`src/hw/rtl/bfr_pkg.sv`:
```
`timescale 1ns / 1ps

package bfr_pkg;

  // Framebuffer and character cell geometry
  localparam int FB_WIDTH    = 128;
  localparam int FB_HEIGHT   = 128;
  localparam int CELL_WIDTH  = 4;
  localparam int CELL_HEIGHT = 6;

  // Cursor plus in-glyph offset, two guard bits for saturation
  localparam int COORD_W     = 18;
  localparam int FB_X_W      = $clog2(FB_WIDTH);
  localparam int FB_Y_W      = $clog2(FB_HEIGHT);
  localparam int ADDR_W      = 14;
  localparam int ADDR_FULL_W = $clog2(FB_WIDTH * FB_HEIGHT);
  localparam int ADDR_CALC_W = (ADDR_FULL_W > ADDR_W) ? ADDR_FULL_W : ADDR_W;

  localparam int GLYPH_W     = 15;
  localparam logic [GLYPH_W-1:0] FULL_BLOCK = 15'h7fff;
  localparam logic [7:0] NEWLINE_CODE = 8'd10;

  // Result tdata layout
  localparam int OUT_ADDR_LSB  = 0;
  localparam int OUT_COLOR_LSB = 14;
  localparam int OUT_NCX_LSB   = 30;
  localparam int OUT_DATA_W    = 48;

  typedef enum logic [1:0] {
    ST_IDLE,
    ST_DRAW,
    ST_END
  } bfr_state_t;

  typedef enum logic [1:0] {
    REG_ORIGIN_X     = 2'd0,
    REG_ORIGIN_Y     = 2'd1,
    REG_TEXT_COLOR   = 2'd2,
    REG_DOUBLE_SCALE = 2'd3
  } bfr_reg_t;

  function automatic logic signed [15:0] sat16(input logic signed [COORD_W-1:0] v);
    logic signed [15:0] r;
    if (v > $signed(COORD_W'(32767))) begin
      r = 16'sh7fff;
    end else if (v < -$signed(COORD_W'(32768))) begin
      r = 16'sh8000;
    end else begin
      r = v[15:0];
    end
    return r;
  endfunction

  // 3x5 font; bits 0..2 are the top row, bit 0 leftmost
  function automatic logic [GLYPH_W-1:0] glyph_lookup(input logic [6:0] code);
    logic [GLYPH_W-1:0] g;
    case (code)
      7'd33:  g = 15'h2092;
      7'd34:  g = 15'h002d;
      7'd35:  g = 15'h5f7d;
      7'd36:  g = 15'h2f9f;
      7'd37:  g = 15'h52a5;
      7'd38:  g = 15'h7adb;
      7'd39:  g = 15'h0012;
      7'd40:  g = 15'h224a;
      7'd41:  g = 15'h2922;
      7'd42:  g = 15'h55d5;
      7'd43:  g = 15'h05d0;
      7'd44:  g = 15'h1400;
      7'd45:  g = 15'h01c0;
      7'd46:  g = 15'h2000;
      7'd47:  g = 15'h1494;
      7'd48:  g = 15'h7b6f;
      7'd49:  g = 15'h7493;
      7'd50:  g = 15'h73e7;
      7'd51:  g = 15'h79a7;
      7'd52:  g = 15'h49ed;
      7'd53:  g = 15'h79cf;
      7'd54:  g = 15'h7bc9;
      7'd55:  g = 15'h4927;
      7'd56:  g = 15'h7bef;
      7'd57:  g = 15'h49ef;
      7'd58:  g = 15'h0410;
      7'd59:  g = 15'h1410;
      7'd60:  g = 15'h4454;
      7'd61:  g = 15'h0e38;
      7'd62:  g = 15'h1511;
      7'd63:  g = 15'h21a7;
      7'd64:  g = 15'h636a;
      7'd65:  g = 15'h5bef;
      7'd66:  g = 15'h7aef;
      7'd67:  g = 15'h624e;
      7'd68:  g = 15'h7b6b;
      7'd69:  g = 15'h72cf;
      7'd70:  g = 15'h12cf;
      7'd71:  g = 15'h7a4e;
      7'd72:  g = 15'h5bed;
      7'd73:  g = 15'h7497;
      7'd74:  g = 15'h3497;
      7'd75:  g = 15'h5aed;
      7'd76:  g = 15'h7249;
      7'd77:  g = 15'h5b7f;
      7'd78:  g = 15'h5b6b;
      7'd79:  g = 15'h3b6e;
      7'd80:  g = 15'h13ef;
      7'd81:  g = 15'h676a;
      7'd82:  g = 15'h5aef;
      7'd83:  g = 15'h39ce;
      7'd84:  g = 15'h2497;
      7'd85:  g = 15'h6b6d;
      7'd86:  g = 15'h2b6d;
      7'd87:  g = 15'h7f6d;
      7'd88:  g = 15'h5aad;
      7'd89:  g = 15'h79ed;
      7'd90:  g = 15'h72a7;
      7'd91:  g = 15'h324b;
      7'd92:  g = 15'h4491;
      7'd93:  g = 15'h6926;
      7'd94:  g = 15'h002a;
      7'd95:  g = 15'h7000;
      7'd96:  g = 15'h0022;
      7'd97:  g = 15'h5f78;
      7'd98:  g = 15'h7ad8;
      7'd99:  g = 15'h7278;
      7'd100: g = 15'h3b58;
      7'd101: g = 15'h72f8;
      7'd102: g = 15'h12f8;
      7'd103: g = 15'h7a78;
      7'd104: g = 15'h5f68;
      7'd105: g = 15'h74b8;
      7'd106: g = 15'h34b8;
      7'd107: g = 15'h5ae8;
      7'd108: g = 15'h7248;
      7'd109: g = 15'h5bf8;
      7'd110: g = 15'h5b58;
      7'd111: g = 15'h3b70;
      7'd112: g = 15'h1f78;
      7'd113: g = 15'h6750;
      7'd114: g = 15'h5778;
      7'd115: g = 15'h3870;
      7'd116: g = 15'h24b8;
      7'd117: g = 15'h6b68;
      7'd118: g = 15'h2f68;
      7'd119: g = 15'h7f68;
      7'd120: g = 15'h5aa8;
      7'd121: g = 15'h79e8;
      7'd122: g = 15'h7338;
      7'd123: g = 15'h64d6;
      7'd124: g = 15'h2492;
      7'd125: g = 15'h3593;
      7'd126: g = 15'h03e0;
      7'd127: g = 15'h0550;
      default: g = '0;
    endcase
    return g;
  endfunction

endpackage

```
`src/hw/rtl/bitmap_font_text_renderer.sv`:
```
`timescale 1ns / 1ps

// Character generator, 3x5 bitmap font, writing into a framebuffer.
// Input stream: one character transaction at a time; tdata carries the
// character code, tuser flags the start of a string (cursor back to origin).
// Result stream: one transaction per lit, on-screen pixel (tuser high) with
// its framebuffer address and colour, then an end-of-character transaction
// (tuser low, tlast high) carrying the cursor column after the character.
// A newline (code 10) gives only the end transaction.
// Timing: the glyph is walked by one shared coordinate/address unit, one
// glyph position per cycle while the output register is free: 15 steps at
// 1x, 60 steps at 2x (four sub-pixels per glyph pixel), then the end
// transaction. in_tready drops once a character is accepted and rises again
// after the end transaction is loaded, so one character is done before the next.
// A single output register holds each result; while the receiver stalls the
// walk stops at the current position and resumes when the register frees.
// Configuration goes through the APB port (origin_x, origin_y, text_color,
// double_scale at 0x0, 0x4, 0x8, 0xC) and should only be written when idle.
// Reset (synchronous, active low) restores register defaults, clears the
// cursor to (0,0) and drops any pending result.

module bitmap_font_text_renderer (
  input  logic        clk,
  input  logic        rst_n,
  // input stream
  input  logic        in_tvalid,
  output logic        in_tready,
  input  logic [7:0]  in_tdata,   // [7:0] char_code
  input  logic [0:0]  in_tuser,   // [0] start_string
  // result stream
  output logic        out_tvalid,
  input  logic        out_tready,
  output logic [bfr_pkg::OUT_DATA_W-1:0] out_tdata, // [13:0] pixel_addr,
                                                    // [29:14] pixel_color,
                                                    // [45:30] next_cursor_x
  output logic [0:0]  out_tuser,  // [0] is_pixel
  output logic        out_tlast,
  // configuration
  input  logic        cfg_psel,
  input  logic        cfg_penable,
  input  logic        cfg_pwrite,
  input  logic [3:0]  cfg_paddr,
  input  logic [31:0] cfg_pwdata,
  output logic [31:0] cfg_prdata,
  output logic        cfg_pready
);
  import bfr_pkg::*;

  // configuration registers
  logic signed [15:0] origin_x_r, origin_y_r;
  logic [15:0]        text_color_r;
  logic               double_scale_r;
  bfr_reg_t           cfg_idx;
  logic               cfg_wr;

  // sequencer
  bfr_state_t         state_r, state_nxt;
  logic signed [15:0] cursor_col_r, cursor_col_nxt;
  logic signed [15:0] cursor_row_r, cursor_row_nxt;
  logic [GLYPH_W-1:0] glyph_r, glyph_nxt;
  logic [2:0]         row_r, row_nxt;
  logic [1:0]         col_r, col_nxt;
  logic [1:0]         sub_r, sub_nxt;

  // output register
  logic               out_valid_r, out_valid_nxt;
  logic               out_pix_r, out_pix_nxt;
  logic [ADDR_W-1:0]  out_addr_r, out_addr_nxt;
  logic [15:0]        out_color_r, out_color_nxt;
  logic signed [15:0] out_ncx_r, out_ncx_nxt;
  logic               out_last_r, out_last_nxt;

  logic               in_acc, out_free, step_go, last_sub, last_pix;
  logic signed [15:0] base_col, base_row;
  logic [2:0]         off_x;
  logic [3:0]         off_y;
  logic signed [COORD_W-1:0] pix_x, pix_y;
  logic signed [COORD_W-1:0] cell_adv, line_adv;
  logic               in_fb;
  logic [ADDR_CALC_W-1:0] addr_full;

  // ---------------- APB ----------------
  assign cfg_pready = 1'b1;
  assign cfg_idx    = bfr_reg_t'(cfg_paddr[3:2]);
  assign cfg_wr     = cfg_psel & cfg_penable & cfg_pwrite & cfg_pready;

  always_ff @(posedge clk) begin
    if (!rst_n) begin
      origin_x_r     <= '0;
      origin_y_r     <= '0;
      text_color_r   <= 16'hffff;
      double_scale_r <= 1'b0;
    end else if (cfg_wr) begin
      case (cfg_idx)
        REG_ORIGIN_X:     origin_x_r     <= cfg_pwdata[15:0];
        REG_ORIGIN_Y:     origin_y_r     <= cfg_pwdata[15:0];
        REG_TEXT_COLOR:   text_color_r   <= cfg_pwdata[15:0];
        REG_DOUBLE_SCALE: double_scale_r <= cfg_pwdata[0];
        default: ;
      endcase
    end
  end

  always_comb begin
    case (cfg_idx)
      REG_ORIGIN_X:     cfg_prdata = {16'h0, origin_x_r};
      REG_ORIGIN_Y:     cfg_prdata = {16'h0, origin_y_r};
      REG_TEXT_COLOR:   cfg_prdata = {16'h0, text_color_r};
      REG_DOUBLE_SCALE: cfg_prdata = {31'h0, double_scale_r};
      default:          cfg_prdata = '0;
    endcase
  end

  // ---------------- handshakes ----------------
  assign in_tready = (state_r == ST_IDLE);
  assign in_acc    = in_tvalid & in_tready;
  assign out_free  = ~out_valid_r | out_tready;
  assign step_go   = (state_r == ST_DRAW) & out_free;
  assign last_sub  = ~double_scale_r | (sub_r == 2'd3);
  assign last_pix  = (row_r == 3'd4) & (col_r == 2'd2);

  // ---------------- shared coordinate / address unit ----------------
  // at 2x, sub[0] picks the right half and sub[1] the lower half of a block
  assign off_x = double_scale_r ? {col_r, sub_r[0]} : {1'b0, col_r};
  assign off_y = double_scale_r ? {row_r, sub_r[1]} : {1'b0, row_r};
  assign pix_x = COORD_W'(cursor_col_r) + $signed(COORD_W'(off_x));
  assign pix_y = COORD_W'(cursor_row_r) + $signed(COORD_W'(off_y));
  assign in_fb = ~pix_x[COORD_W-1] & (pix_x < $signed(COORD_W'(FB_WIDTH))) &
                 ~pix_y[COORD_W-1] & (pix_y < $signed(COORD_W'(FB_HEIGHT)));
  assign addr_full = ADDR_CALC_W'(pix_y[FB_Y_W-1:0]) * ADDR_CALC_W'(FB_WIDTH) +
                     ADDR_CALC_W'(pix_x[FB_X_W-1:0]);

  assign cell_adv = double_scale_r ? COORD_W'(2 * CELL_WIDTH)  : COORD_W'(CELL_WIDTH);
  assign line_adv = double_scale_r ? COORD_W'(2 * CELL_HEIGHT) : COORD_W'(CELL_HEIGHT);
  assign base_col = in_tuser[0] ? origin_x_r : cursor_col_r;
  assign base_row = in_tuser[0] ? origin_y_r : cursor_row_r;

  // ---------------- next state ----------------
  always_comb begin
    state_nxt = state_r;
    case (state_r)
      ST_IDLE: if (in_acc) begin
        state_nxt = (in_tdata == NEWLINE_CODE) ? ST_END : ST_DRAW;
      end
      ST_DRAW: if (step_go && last_sub && last_pix) begin
        state_nxt = ST_END;
      end
      ST_END: if (out_free) begin
        state_nxt = ST_IDLE;
      end
      default: state_nxt = ST_IDLE;
    endcase
  end

  // ---------------- datapath and outputs ----------------
  always_comb begin
    cursor_col_nxt = cursor_col_r;
    cursor_row_nxt = cursor_row_r;
    glyph_nxt      = glyph_r;
    row_nxt        = row_r;
    col_nxt        = col_r;
    sub_nxt        = sub_r;
    out_valid_nxt  = out_valid_r & ~out_tready;
    out_pix_nxt    = out_pix_r;
    out_addr_nxt   = out_addr_r;
    out_color_nxt  = out_color_r;
    out_ncx_nxt    = out_ncx_r;
    out_last_nxt   = out_last_r;

    case (state_r)
      ST_IDLE: if (in_acc) begin
        row_nxt   = '0;
        col_nxt   = '0;
        sub_nxt   = '0;
        glyph_nxt = in_tdata[7] ? FULL_BLOCK : glyph_lookup(in_tdata[6:0]);
        if (in_tdata == NEWLINE_CODE) begin
          cursor_col_nxt = origin_x_r;
          cursor_row_nxt = sat16(COORD_W'(base_row) + line_adv);
        end else begin
          cursor_col_nxt = base_col;
          cursor_row_nxt = base_row;
        end
      end
      ST_DRAW: if (step_go) begin
        if (glyph_r[0] && in_fb) begin
          out_valid_nxt = 1'b1;
          out_pix_nxt   = 1'b1;
          out_addr_nxt  = addr_full[ADDR_W-1:0];
          out_color_nxt = text_color_r;
          out_ncx_nxt   = '0;
          out_last_nxt  = 1'b0;
        end
        if (!last_sub) begin
          sub_nxt = sub_r + 2'd1;
        end else begin
          sub_nxt   = '0;
          glyph_nxt = glyph_r >> 1;
          if (col_r == 2'd2) begin
            col_nxt = '0;
            row_nxt = row_r + 3'd1;
          end else begin
            col_nxt = col_r + 2'd1;
          end
          if (last_pix) begin
            cursor_col_nxt = sat16(COORD_W'(cursor_col_r) + cell_adv);
          end
        end
      end
      ST_END: if (out_free) begin
        out_valid_nxt = 1'b1;
        out_pix_nxt   = 1'b0;
        out_addr_nxt  = '0;
        out_color_nxt = '0;
        out_ncx_nxt   = cursor_col_r;
        out_last_nxt  = 1'b1;
      end
      default: ;
    endcase
  end

  always_ff @(posedge clk) begin
    if (!rst_n) begin
      state_r      <= ST_IDLE;
      out_valid_r  <= 1'b0;
      cursor_col_r <= '0;
      cursor_row_r <= '0;
    end else begin
      state_r      <= state_nxt;
      out_valid_r  <= out_valid_nxt;
      cursor_col_r <= cursor_col_nxt;
      cursor_row_r <= cursor_row_nxt;
    end
  end

  always_ff @(posedge clk) begin
    glyph_r     <= glyph_nxt;
    row_r       <= row_nxt;
    col_r       <= col_nxt;
    sub_r       <= sub_nxt;
    out_pix_r   <= out_pix_nxt;
    out_addr_r  <= out_addr_nxt;
    out_color_r <= out_color_nxt;
    out_ncx_r   <= out_ncx_nxt;
    out_last_r  <= out_last_nxt;
  end

  assign out_tvalid = out_valid_r;
  assign out_tuser  = out_pix_r;
  assign out_tlast  = out_last_r;
  assign out_tdata  = {2'b00, out_ncx_r, out_color_r, out_addr_r};

endmodule

```
`config.mk`:
```
export PLATFORM = sky130hd
export DESIGN_NAME = bitmap_font_text_renderer
export DESIGN_NICKNAME = d
export VERILOG_FILES = /design/src/hw/rtl/bfr_pkg.sv /design/src/hw/rtl/bitmap_font_text_renderer.sv
export SDC_FILE = /design/constraint.sdc
export NUM_CORES = 1
export LEC_CHECK = 0
export BUFFER_PORTS_ARGS = -buffer_cell sky130_fd_sc_hd__buf_2
export CORE_MARGIN = 3
export CORE_UTILIZATION = 30
export DETAILED_ROUTE_END_ITERATION = 10
export PLACE_DENSITY = 0.6
export SYNTH_ARGS = -nofsm -noshare
export SYNTH_HDL_FRONTEND = slang
export SYNTH_SLANG_ARGS = --single-unit
```
`constraint.sdc`:
```
create_clock -name clk -period 5.55 [get_ports clk]
set_input_delay 0.2775 -clock clk [delete_from_list [all_inputs] [get_ports clk]]
set_output_delay 0.2775 -clock clk [all_outputs]
set_load 0.1 [all_outputs]
```
# Word level (Yosys, flattened, before mapping)
# Memories as Yosys holds them, arrays and structs flattened.
# Cells that the tools add are included.
dict set report totals {
  regBits 154
  rom_bits 1920
  in_bits 52
  elab_cells 149
  n_memories 1
}
dict set report classes {
  add_sub_neg 8
  order_cmp 6
  eq_ne 18
  n_mux 65
  bitwise_logic 16
  reduce_logical 18
}
# memory depth word_bits read_ports rd_clocked_by_memory_dff write_ports line
set memory_table {}
lappend memory_table {{(no name shown)} 128 15 1 0 0 bfr_pkg.sv:57} ;# case (code)
# operator n
set op_table {}
lappend op_table {{16-bit two-way mux} 18}
lappend op_table {{32-bit one-hot mux with 4 select lines} 1}
lappend op_table {{16-bit one-hot mux with 2 select lines} 3}
lappend op_table {{15-bit two-way mux} 4}
lappend op_table {{16-bit by 5-bit adder with 17-bit output} 3}
lappend op_table {{14-bit two-way mux} 3}
lappend op_table {{17-bit by 16-bit greater-than comparator with 1-bit output, second input constant} 2}
lappend op_table {{17-bit by 16-bit less-than comparator with 1-bit output, second input constant} 2}
lappend op_table {{17-bit by 9-bit less-than comparator with 1-bit output, second input constant} 2}
lappend op_table {{15-bit one-hot mux with 2 select lines} 1}
lappend op_table {{14-bit one-hot mux with 2 select lines} 1}
lappend op_table {{2-bit two-way mux} 10}
lappend op_table {{16-bit by 4-bit adder with 17-bit output} 1}
lappend op_table {{3-bit two-way mux} 5}
lappend op_table {{14-bit by 7-bit adder with 14-bit output} 1}
lappend op_table {{4-bit two-way mux} 3}
lappend op_table {{2-bit == test, second input constant} 5}
lappend op_table {{2-bit AND reduction} 5}
lappend op_table {{1-bit bitwise AND} 9}
lappend op_table {{1-bit two-way mux} 9}
lappend op_table {{8-bit by 4-bit == test with 1-bit output, second input constant} 1}
lappend op_table {{2-bit by 1-bit != test with 1-bit output, second input constant} 4}
lappend op_table {{2-bit != test, second input constant} 4}
lappend op_table {{2-bit one-hot mux with 2 select lines} 2}
lappend op_table {{other kinds (17)} 32}

# Logic depth before layout (Yosys ltp)
dict set report depth {
  ltp_word 10
  ltp_mapped 15
}

# Worst setup path after synthesis
# No wires, ideal clock.
dict set report synth_timing {
  path_kind {register to register}
  startpoint {register double_scale_r}
  endpoint {register out_addr_r[0] (enable)}
  arrival_ns 4.766
  t_required_ns 5.093
  path_slack_ns 0.327
  path_stages_with_launch 12
  path_buffers 1
  cell_sequence {dfxtp_1 -> clkbuf_1 -> nand2_1 -> o21ai_0 -> ha_1 -> fa_1 -> nand3_1 -> a2111oi_0 -> mux2_2 -> a2111oi_2 -> nand4_1 -> o31ai_2}
}
dict set report synth_between {
  elab_chain_cells 9
  elab_cells_between_ends 14
  classes_between {add/sub (2); order compare (2); eq/ne (1); mux (2); bitwise (5); reduce/logical (2)}
}
# element line
set synth_rtl {}
lappend synth_rtl {{start, declared} bitmap_font_text_renderer.sv:52} ;# logic double_scale_r;
lappend synth_rtl {{start signal, assigned} bitmap_font_text_renderer.sv:98} ;# REG_DOUBLE_SCALE: double_scale_r <= cfg_pwdata[0];
lappend synth_rtl {{3-bit two-way mux} bitmap_font_text_renderer.sv:124} ;# assign off_x = double_scale_r ? {col_r, sub_r[0]} : {1'b0, col_r};
lappend synth_rtl {{16-bit by 4-bit adder with 17-bit output} bitmap_font_text_renderer.sv:126} ;# assign pix_x = COORD_W'(cursor_col_r) + $signed(COORD_W'(off_x));
lappend synth_rtl {{17-bit by 9-bit less-than comparator with 1-bit output / 1-bit NOT (equally long branches)} bitmap_font_text_renderer.sv:128} ;# assign in_fb = ~pix_x[COORD_W-1] & (pix_x < $signed(COORD_W'(FB_WIDTH))) &
lappend synth_rtl {{1-bit bitwise AND (2 in series)} bitmap_font_text_renderer.sv:128}
lappend synth_rtl {{1-bit bitwise AND (*)} bitmap_font_text_renderer.sv:129} ;# ~pix_y[COORD_W-1] & (pix_y < $signed(COORD_W'(FB_HEIGHT)));
lappend synth_rtl {{1-bit logical AND (*)} bitmap_font_text_renderer.sv:185} ;# if (glyph_r[0] && in_fb) begin
lappend synth_rtl {{2-bit by 1-bit != test with 1-bit output (no source line) (*)} n/a}
lappend synth_rtl {{4-bit AND reduction (no source line) (*)} n/a}
lappend synth_rtl {{end signal, assigned} bitmap_font_text_renderer.sv:241} ;# out_addr_r <= out_addr_nxt;
lappend synth_rtl {{end, declared} bitmap_font_text_renderer.sv:68} ;# logic [ADDR_W-1:0] out_addr_r, out_addr_nxt;
# Every way passes the cells marked *; elsewhere a longest branch is shown, timed or not.
# A chain may end at the register's enable or synchronous reset.

# Worst setup path in the final report
dict set report layout_timing {
  startpoint {register double_scale_r}
  endpoint {register out_color_r[0] (enable)}
}
dict set report layout_between {
  elab_chain_cells 9
  elab_cells_between_ends 14
  classes_between {add/sub (2); order compare (2); eq/ne (1); mux (2); bitwise (5); reduce/logical (2)}
}
# element line
set layout_rtl {}
lappend layout_rtl {{3-bit two-way mux} bitmap_font_text_renderer.sv:124}
lappend layout_rtl {{16-bit by 4-bit adder with 17-bit output} bitmap_font_text_renderer.sv:126}
lappend layout_rtl {{17-bit by 9-bit less-than comparator with 1-bit output / 1-bit NOT (equally long branches)} bitmap_font_text_renderer.sv:128}
lappend layout_rtl {{1-bit bitwise AND (2 in series)} bitmap_font_text_renderer.sv:128}
lappend layout_rtl {{1-bit bitwise AND (*)} bitmap_font_text_renderer.sv:129}
lappend layout_rtl {{1-bit logical AND (*)} bitmap_font_text_renderer.sv:185}
lappend layout_rtl {{2-bit by 1-bit != test with 1-bit output (no source line) (*)} n/a}
lappend layout_rtl {{4-bit AND reduction (no source line) (*)} n/a}
lappend layout_rtl {{end signal, assigned} bitmap_font_text_renderer.sv:242} ;# out_color_r <= out_color_nxt;
lappend layout_rtl {{end, declared} bitmap_font_text_renderer.sv:69} ;# logic [15:0] out_color_r, out_color_nxt;
# Marked as above.

==> summary.md <==
| Metric | Value |
|---|---|
| Outcome | completed |
| Die Area | 37370 um2 |
| Clock Skews | 9.618 ps |
| Seq/Total Area, Yosys | 35.94% |
| Core Rows | 67 |
| Worst EP required | 5620 ps |
| Final worst path period share | 79.04% |
| Antenna violations before repair | 2 |
| Setup TNS | 0 ps |
| Final wirelength | 31840 um |
| Area Growth Syn to Fin | 11.21% |
| Min-delay worst type | in -> reg |
| Slew headroom | 22.25% |
| Critical path class | reg -> reg |
| Post-CTS Resized | 0 |
| Number of synthesized register bits | 154 |
| Post-CTS setup buffer count | 0 |
| Synth unique cells | 100 |
| Largest area contributor in the netlist | edfxtp_1 |
| Async set-reset flop share out of synthesis | 0% |
| First-pass GRT wire length | 50100 um |
| Filler cells | 3602 |
| Commonest register cell after synthesis | dfxtp_1 |
| Placed wire-length estimate | 22630 um |
| Share of the synthesized area in the top cell type | 19.97% |
| Iter 0 DRT Violations | 1236 |
| Overall Global Routing Usage | 16.29% |
| ANT nets after route | 0 |
| CTS tree | yes |
| RSZ-0062 raised after global routing | no |
| Arrival @ worst endpoint | 4460 ps |
| GP Congestion | 0.9569 |
| Critical Path Most Common Cell | mux2_2 |
| Post-synthesis average cell area | 8.368 um2 |
| Fin. max-slew vios | 0 |
| Initial Utilization | 30.93% |
| Post-synth EDFFs | 70 |
| CTS Buf Count | 17 |
| Net Sw Power | 2545 uW |
| Commonest non-fill, non-tap cell in the layout | nand2_1 |
| Switching share of power | 48.40% |
| I/O pin cnt | 137 |
| Die H | 193.3 um |
| Mapped cell area | 10530 um2 |
| Largest net degree at the start of global routing | 72 |
| Final Core Density | 34.39% |
| Cells after Synth | 1258 |
| Final setup viols | 0 |
| Die Span X | 193.3 um |
| Max Root-Sink Buffers | 2 |
| Share of layout cells above drive strength 1 | 14.29% |
| Crit-path max FO | 48 |
| WL per Instance | 18.26 um |
| Drt pass-1 iters | 6 |
| Core Area | 34040 um2 |
| Reg clk slew, reported paths | 70 ps |
| Via Count | 9818 |
| CP cell instances | mux2_2, ha_1, nand3_1, a2111oi_0, mux2_2, a2111oi_2, nand4_1, o31ai_4, buf_4 |
| Crit start category | register |
| Crit path time final | 4387 ps |
| Worst path max stage delay | 840 ps |
| Vias in the first global route | 8847 |
| Most frequent cells in the layout | nand2_1 (203), buf_2 (99), a21oi_1 (98) |
| Worst Tran Pin Value | 1164 ps |
| Synth warn | 0 |
| Clock share of power | 22.5% |
| CTS H-tree depth | 4 |
| Routed vias/inst | 5.630 |
| Logic pwr share | 44.5% |
| Hold Vio Cnt, Final | 0 |
| # DRC | 0 |
| MaxCap Viol Count | 0 |
| Top post-synthesis cells by area | edfxtp_1 (20%), dfxtp_1 (16%), nand2_1 (7.2%) |
| Final net count | 1368 |
| Slowest cell on crit path | dfxtp_1 |
| Worst setup EP type | register |
| Number of I/O port buffers | 99 |
| FMAX | 228.0 MHz |
| Num Clock Sinks | 154 |
| Internal power | 2714 uW |
| Clk_lat worst skew | 430 ps |
| PwrDens | 449.3 nW/um2 |
| Fraction of power consumed by sequential logic | 33.0% |
| Design Area, Final | 11710 um2 |
| Post-CTS Hold Buffers | 0 |
| GR Overflow Total | 0 |
| Pleak | 0.004425 uW |
| VDD IR max | 0.0004343 V |
| Root buf cell | clkbuf_16 |
| Placed inst area | 11120 um2 |
==> cell type report <==
cell class              count  area, um2  share of cell area [%]
clock inverters            13      152.6                   1.304
flip-flops and latches    154       3784                   32.32
repair buffers            110      578.1                   4.938
well taps                 448      560.5                   4.788
inverters                  27      101.3                  0.8658
diodes                      1      2.502                 0.02138
clock buffers              19      432.9                   3.698
multi-input cells         972       6095                   52.06
==> per-stage QoR <==
| step | total power (uW) | cells | hold WS [ps] | setup WS, ps |
|---|---|---|---|---|
| finish | 5259 | 1744 | 101.0 | 1163 |
| global route | 5500 | 1743 | 109.1 | 1006 |
| CTS | 5275 | 1743 | 95.55 | 1204 |
| detailed placement | 4096 | 1711 | 470.3 | 1240 |
| global placement | 4080 | 1711 | 463.4 | 1277 |
| floorplan | 3650 | 1275 | 401.5 | 327.4 |
==> sequential cells by signal, summed over array words and instances (netlist names) <==
| register | flops |
|---|---|
| cursor_col_r | 16 |
| cursor_row_r | 16 |
| origin_x_r | 16 |
| origin_y_r | 16 |
| out_color_r | 16 |
| out_ncx_r | 16 |
| text_color_r | 16 |
| glyph_r | 15 |
| out_addr_r | 14 |
| row_r | 3 |
| col_r | 2 |
| state_r | 2 |
| sub_r | 2 |
| double_scale_r | 1 |
| out_tlast | 1 |
| out_tuser | 1 |
| out_tvalid | 1 |
==> path summary, 6_finish.rpt <==
| path | slack (ps) | cells past startpoint | end | from |
|---|---|---|---|---|
| setup / recovery | 1160 | 9 | out_color_r[0] | double_scale_r |
| hold / removal | 100 | 3 | text_color_r[2] | cfg_pwdata[2] |
| setup reg to reg | 1160 | 9 | out_color_r[0] | double_scale_r |
| hold reg to reg | 480 | 2 | text_color_r[11] | text_color_r[11] |
==> cell families after synthesis <==
family / Yosys count / synth area share, %
multiplexers: 45 / 5.159
other: 2 / 0.07134
flip-flops: 154 / 35.94
AO/OA/AOI/OAI: 376 / 23.93
XOR/XNOR: 16 / 1.331
adder cells (fa/ha/maj): 35 / 4.422
buffers and inverters: 149 / 6.870
AND/OR/NAND/NOR: 481 / 22.28
==> power groups by stage <==
stage	Combinational [uW]	Sequential [uW]	Clock, uW
CTS	2350	1730	1200
global placement	2330	1750	0
detailed placement	2340	1760	0
floorplan	1070	2580	0
global route	2490	1770	1250
finish	2340	1730	1180
==> synthesized netlist by cell type (12+ instances only) <==
cell	instances
nand3_1	52
nand2b_1	18
a21oi_1	98
buf_2	28
a21o_1	14
nand4_1	12
mux2i_1	27
edfxtp_1	70
a211oi_1	18
clkbuf_1	58
buf_4	26
and2_1	30
nor2b_1	35
o21ai_0	79
inv_1	24
a31oi_1	17
o211ai_1	18
and3_1	19
nor2_1	59
nand2_1	203
ha_1	30
o21ai_1	16
o221ai_1	13
dfxtp_1	84
nor3_1	16
==> per-layer routing <==
metal  part of all wire, %  GRT usage [%]
met1                    45          23.25
met2                    45          25.22
met3                   7.1          2.853
met4                   2.5          4.983
met5                 0.041              0
==> critical path: cells and delay by family (launching register included) <==
kind / cells / cell delay (ps)
AO/OA/AOI/OAI: 3 / 1050
flip-flops: 1 / 840
multiplexers: 2 / 810
buffers and inverters: 1 / 520
AND/OR/NAND/NOR: 2 / 400
adder cells (fa/ha/maj): 1 / 350
No activity file was read; power rests on OpenSTA's default activity.
